<file path="src/sv/mesh_vertex_normal_accumulate_unit_assert.svh">
`ifndef MESH_VERTEX_NORMAL_ACCUMULATE_UNIT_ASSERT_SVH
`define MESH_VERTEX_NORMAL_ACCUMULATE_UNIT_ASSERT_SVH

// same-cycle implication, ignored while in reset
`define MVNA_ASSERT_NOW(lbl, ante, cons, msg) \
    lbl: assert property (@(posedge i_clk) disable iff (!i_rst_n) (ante) |-> (cons)) \
        else $error(msg);

// next-cycle implication, ignored while in reset
`define MVNA_ASSERT_NEXT(lbl, ante, cons, msg) \
    lbl: assert property (@(posedge i_clk) disable iff (!i_rst_n) (ante) |=> (cons)) \
        else $error(msg);

// next-cycle implication that also covers the reset itself
`define MVNA_ASSERT_RST(lbl, ante, cons, msg) \
    lbl: assert property (@(posedge i_clk) (ante) |=> (cons)) else $error(msg);

`endif

</file>
<file path="src/sv/mvna_pkg.sv">
package mvna_pkg;

    localparam int MAX_VERTICES_DEF = 4096;
    localparam int SUM_WIDTH_DEF    = 48;

    localparam int FUNC_W  = 2;
    localparam int IDX_W   = 12;
    localparam int POS_W   = 16;
    localparam int NORM_W  = 16;
    localparam int DIFF_W  = 17;
    localparam int PROD_W  = 34;
    localparam int CROSS_W = 35;
    localparam int MAG_W   = 30;
    localparam int SQ_W    = 64;
    localparam int LEN_W   = 32;
    localparam int QUO_W   = 16;

    localparam logic [NORM_W-1:0] Q_ONE = 16'd16384;

    localparam logic [FUNC_W-1:0] FUNC_LOAD = 2'd0;
    localparam logic [FUNC_W-1:0] FUNC_TRI  = 2'd1;
    localparam logic [FUNC_W-1:0] FUNC_READ = 2'd2;

    typedef logic [1:0] t_kind;
    localparam t_kind KIND_LOAD     = 2'd0;
    localparam t_kind KIND_TRI      = 2'd1;
    localparam t_kind KIND_READ     = 2'd2;
    localparam t_kind KIND_READ_OOR = 2'd3;

    typedef struct packed {
        t_kind                    kind;
        logic [IDX_W-1:0]         idx;
        logic signed [POS_W-1:0]  px;
        logic signed [POS_W-1:0]  py;
        logic signed [POS_W-1:0]  pz;
        logic [IDX_W-1:0]         ca;
        logic [IDX_W-1:0]         cb;
        logic [IDX_W-1:0]         cc;
    } t_cmd;

    typedef struct packed {
        logic signed [NORM_W-1:0] x;
        logic signed [NORM_W-1:0] y;
        logic signed [NORM_W-1:0] z;
    } t_vec;

endpackage

</file>
<file path="src/sv/mvna_front.sv">
module mvna_front #(
    parameter int MAX_VERTICES = mvna_pkg::MAX_VERTICES_DEF
) (
    input  logic                           i_clk,
    input  logic                           i_rst_n,
    input  logic                           i_valid,
    output logic                           o_ready,
    input  logic [mvna_pkg::FUNC_W-1:0]    i_func,
    input  logic [mvna_pkg::IDX_W-1:0]     i_vertex_index,
    input  logic signed [mvna_pkg::POS_W-1:0] i_pos_x,
    input  logic signed [mvna_pkg::POS_W-1:0] i_pos_y,
    input  logic signed [mvna_pkg::POS_W-1:0] i_pos_z,
    input  logic [mvna_pkg::IDX_W-1:0]     i_corner_a,
    input  logic [mvna_pkg::IDX_W-1:0]     i_corner_b,
    input  logic [mvna_pkg::IDX_W-1:0]     i_corner_c,
    input  logic                           i_hold,
    output mvna_pkg::t_cmd                 o_cmd,
    output logic                           o_cmd_valid,
    input  logic                           i_cmd_ready
);
    import mvna_pkg::*;

    localparam int DEPTH = 2;

    t_cmd       r_q [DEPTH];
    logic       r_wp;
    logic       r_rp;
    logic [1:0] r_cnt;
    t_cmd       n_cmd;
    logic       keep;
    logic       vi_ok;
    logic       tri_ok;
    logic       push;
    logic       pop;

    assign vi_ok  = int'(i_vertex_index) < MAX_VERTICES;
    assign tri_ok = (int'(i_corner_a) < MAX_VERTICES) && (int'(i_corner_b) < MAX_VERTICES)
                 && (int'(i_corner_c) < MAX_VERTICES);

    // classify; unused codes and out-of-range loads/triangles are dropped here
    always_comb begin
        n_cmd.kind = KIND_LOAD;
        n_cmd.idx  = i_vertex_index;
        n_cmd.px   = i_pos_x;
        n_cmd.py   = i_pos_y;
        n_cmd.pz   = i_pos_z;
        n_cmd.ca   = i_corner_a;
        n_cmd.cb   = i_corner_b;
        n_cmd.cc   = i_corner_c;
        keep       = 1'b0;
        unique case (i_func)
            FUNC_LOAD: begin
                keep = vi_ok;
            end
            FUNC_TRI: begin
                n_cmd.kind = KIND_TRI;
                keep       = tri_ok;
            end
            FUNC_READ: begin
                n_cmd.kind = vi_ok ? KIND_READ : KIND_READ_OOR;
                keep       = 1'b1;
            end
            default: begin
                keep = 1'b0;
            end
        endcase
    end

    assign o_ready     = (r_cnt != 2'd2) && !i_hold;
    assign push        = i_valid && o_ready && keep;
    assign o_cmd_valid = (r_cnt != 2'd0);
    assign pop         = o_cmd_valid && i_cmd_ready;
    assign o_cmd       = r_q[r_rp];

    always_ff @(posedge i_clk) begin
        if (push) begin
            r_q[r_wp] <= n_cmd;
        end
    end

    always_ff @(posedge i_clk) begin
        if (!i_rst_n) begin
            r_wp  <= 1'b0;
            r_rp  <= 1'b0;
            r_cnt <= 2'd0;
        end else begin
            r_wp  <= r_wp ^ push;
            r_rp  <= r_rp ^ pop;
            r_cnt <= r_cnt + 2'(push) - 2'(pop);
        end
    end
endmodule

</file>
<file path="config.mk">
export PLATFORM = sky130hd
export DESIGN_NAME = mvna_front
export DESIGN_NICKNAME = d
export VERILOG_FILES = /design/src/sv/mesh_vertex_normal_accumulate_unit_assert.svh /design/src/sv/mvna_pkg.sv /design/src/sv/mvna_front.sv
export SDC_FILE = /design/constraint.sdc
export NUM_CORES = 1
export LEC_CHECK = 0
export ABC_AREA = 1
export CAP_MARGIN = 0
export CORE_MARGIN = 2
export CORE_UTILIZATION = 35
export CTS_CLUSTER_DIAMETER = 50
export DETAILED_ROUTE_END_ITERATION = 10
export DONT_BUFFER_PORTS = 1
export GPL_TIMING_DRIVEN = 0
export PLACE_DENSITY = 0.54
export SLEW_MARGIN = 10
export SYNTH_ARGS = -nofsm -noshare
export SYNTH_HDL_FRONTEND = slang
export SYNTH_SLANG_ARGS = --single-unit
</file>
<file path="constraint.sdc">
create_clock -name i_clk -period 6.6 [get_ports i_clk]
set_input_delay 0.66 -clock i_clk [delete_from_list [all_inputs] [get_ports i_clk]]
set_output_delay 0.66 -clock i_clk [all_outputs]
set_load 0.02 [all_outputs]
</file>
==> impl_summary.txt <==
----------------------------------------------------
[STA]
  Pins Over Slew Limit ... 0
  Total setup violations reported at the end of the flow ... 0
  Achievable clock frequency ... 385 MHz
  Final setup skew ... 13.3 ps
  TNS Setup ... 0 ps
  Number of failing hold endpoints at the final stage ... 0
  Minimum setup slack in the final design ... 4000 ps
  Slew margin rel. ... ~52%
  RSZ-0062 raised after global routing ... false
  Min Tclk post-route ... 2600 ps
  Slew at the pin closest to its max-slew limit ... 717 ps
  Final period utilization ... 39.4%

[Floorplan]
  Initial standard-cell utilization of the core ... 35.5%
  Num ports ... ~200
  Placeable core region ... 20900 um2
  Floorplan row count ... 53
  Die height ... 150 um
  Horizontal die dimension ... 150 um
  Total die area ... 22400 um2

[Drt]
  Count of vias placed by the detailed router ... 3068
  DR vias/cell ... 4.61
  Number of antenna-violating nets in the routed design ... 0
  Total length of routed met2 wires ... around 6300 um
  Routed Wire Length ... 12900 um
  Max Used Layer ... met4
  Routed wl met3 ... 1620 um
  1st-pass router iterations ... 4
  Total DRC errors in the routed layout ... 0
  Count of routing violations after the opening detailed-route iteration ... 85
  Average wire per standard cell ... 19.4 um
  Length of routed wiring on met1 ... approximately 4500 um

[Synthesis]
  Post-synth cell types ... 12
  Gate count of the mapped netlist ... 347
  Total of flip-flops plus latches after synthesis ... 201
  Yosys warning count ... 0
  Sequential share of the synthesized area ... 80.6%
  Share of the synthesized area in the top cell type ... 79.3%
  Synthesized area per cell ... 21.4 um2
  Cell types occupying the most area after synthesis ... sky130_fd_sc_hd__edfxtp_1 (79%), sky130_fd_sc_hd__mux2_2 (12%), sky130_fd_sc_hd__mux2_4 (4.0%)
  Syn Std Cell Area ... 7420 um2
  Nets in the synthesized netlist ... about 450
  Library cell with the largest summed area after synthesis ... sky130_fd_sc_hd__edfxtp_1

[Cells and area]
  Combined area of the multi-input logic cells ... 1340 um2
  Storage element area ... about 6000 um2
  Number of inserted diodes ... 0
  Share of layout cells above drive strength 1 ... 38.1%
  Commonest cells after routing, fill and taps aside ... sky130_fd_sc_hd__edfxtp_1 (196), sky130_fd_sc_hd__mux2_2 (78), sky130_fd_sc_hd__clkbuf_16 (23)
  Net count, final ... 481
  Post-route core utilization ... 41.2%
  Post-route standard cell area excluding fillers ... 8610 um2
  Filler cells ... approximately 1900
  Area growth syn-to-layout ... 15.9%
  Most common library cell in the layout ignoring fill and taps ... sky130_fd_sc_hd__edfxtp_1

[Critical path]
  Crit Path Max Fanout ... 55
  Critical path arrival ... 2770 ps
  Kind of launch point of the worst setup path ... register
  Startpoint of the worst-slack reg-to-reg timing path ... r_cnt[0]
  Slowest library cell on the worst path ... sky130_fd_sc_hd__ha_4
  Crit. path cell count ... 6
  Element type at the critical path end ... register
  Sequence of cells on the critical path ... inv_1, a21oi_1, nand3_1, inv_1, ha_4, buf_16
  Peak per-stage delay on the critical path ... 600 ps
  Worst r2r path cells ... 6
  Data required, critical path ... 6770 ps
  Destination of the worst register-to-register timing path ... r_q[1][12]
  Most common cell type on the critical path ... sky130_fd_sc_hd__inv_1
  Worst R2R Setup Slack ... 4000 ps
  Family with the most delay on the worst path ... buffers and inverters
  Number of buffers and inverters on the critical path ... 3
  Category of the most critical setup path ... register to register

[Clock network]
  Clock-pin slew of the registers on the worst-case setup and hold paths ... about 60 ps
  CTS tree ... done
  Post-CTS setup buffer count ... 0
  Clk_lat worst skew ... 500 ps
  CTS buffer count ... 23
  Hold-fix buffers at CTS ... 0
  Quantity of gates resized following cts ... 0
  Deepest level of the CTS H-tree ... 1
  Master cell of the clock root buffer ... sky130_fd_sc_hd__clkbuf_16
  Maximum clock insertion buffer count ... 3
  Clock Sink Count ... 201

[Worst hold path]
  Endpoint with the worst hold slack ... r_q[0][5]
  Cells on Worst Hold Path ... 0
  Type of the most critical hold path ... input pin to register
  Source of the worst hold timing path ... i_corner_c[5]

[Power and ir drop]
  PwrDens ... 392 nW/um2
  Leakage ... 0.00283 uW
  Total chip power ... 3380 uW
  Maximum VDD drop ... between 0.2 and 0.25 mV

[Global route]
  Vias in the first global route ... 3348
  Global-route wire length before repair ... 18900 um
  Pin count of the biggest net entering global routing ... between 50 and 60
  GRT overflow ... 0
  Number of antenna violations at the first check in global routing ... 0
  Gr usage total ... 11.2%

[Run status]
  Result of the run ... finished, final reports clean

[Placed design]
  Dpl hpwl ... 8440 um
  Routability congestion estimate from global placement ... 0.675
  Worst setup timing slack at the placement stage ... roughly 3700 ps
  Cell Area, Placed ... 7850 um2
  Port Buf Inserts ... 0

[Flow run]
  Max Cap Viol ... 0

----------------------------------------------------
## sequential cells by signal, indices dropped and copies added, names as in the netlist, named ones only
register	cells
r_rp	1
r_wp	1
r_q	196
r_cnt	2
## synthesized netlist by cell type
| cell type | number |
|---|---|
| sky130_fd_sc_hd__ha_1 | 4 |
| sky130_fd_sc_hd__nand2_1 | 7 |
| sky130_fd_sc_hd__dfxtp_1 | 5 |
| sky130_fd_sc_hd__mux2_4 | 20 |
| sky130_fd_sc_hd__inv_1 | 12 |
| sky130_fd_sc_hd__buf_6 | 4 |
| sky130_fd_sc_hd__mux2_2 | 78 |
| sky130_fd_sc_hd__a21oi_1 | 2 |
| sky130_fd_sc_hd__nand3_1 | 3 |
| sky130_fd_sc_hd__nor2_1 | 9 |
| sky130_fd_sc_hd__buf_2 | 7 |
| sky130_fd_sc_hd__edfxtp_1 | 196 |
## worst reg2reg max path: cells and delay by family, from the launching register on
kind,cells,cell delay [ps]
simple gates,1,210
buf+inv,3,600
compound gates,1,450
fa+ha+maj,1,600
flops,1,360
## kinds of logic (layout without fill, tap and decap cells)
group	count (synthesis)	count (layout)	synth area share [%]
adders and majority gates	4	4	0.674
buffers and inverters	23	67	1.69
and+or+nand+nor	19	19	1.01
AOI/OAI and AO/OA	2	2	0.135
DFF	201	201	80.6
muxes	98	98	15.9
## worst max path at each step
| stage | startpoint | to | slack, ps |
|---|---|---|---|
| after floorplan | i_hold | r_q[1][0] | 2500 |
| after global placement | i_hold | r_q[0][60] | 1060 |
| after detailed placement | i_hold | r_q[0][76] | 3670 |
| after CTS | r_cnt[0] | r_q[0][46] | 3910 |
| after global routing | r_cnt[0] | r_q[0][32] | 3760 |
| final | r_cnt[0] | r_q[1][12] | 4000 |
## per-stage QoR
stage / hold WS [ps] / std cells
after detailed placement: 510 / 624
after CTS: 215 / 666
after global routing: 218 / 666
after floorplan: 467 / 347
after global placement: 486 / 622
final: 248 / 666
## final cells by class
class                   count  share of cell area [%]
clock inverters            14                    1.89
plain buffers              11                   0.931
well taps                 275                    4.00
repair buffers              2                   0.640
multi-input cells         123                    15.6
flip-flops and latches    201                    69.6
inverters                  12                   0.523
clock buffers              28                    6.91
## report_power, final
group | total [uW] | leakage, uW | internal, uW | switching [uW]
clock | 1240 | 0.000363 | 763 | 480
combinational | 619 | 0.000639 | 222 | 397
sequential | 1510 | 0.00183 | 1490 | 19.9
total | 3380 | 0.00283 | 2480 | 897
## metal layers
metal,vias to the layer above,track usage [%]
met4,0,4.86
met2,152,18.9
li1,1399,-
met5,-,0
met1,1487,11.6
met3,30,5.70
Note: power is estimated with default switching activity, not from simulation.
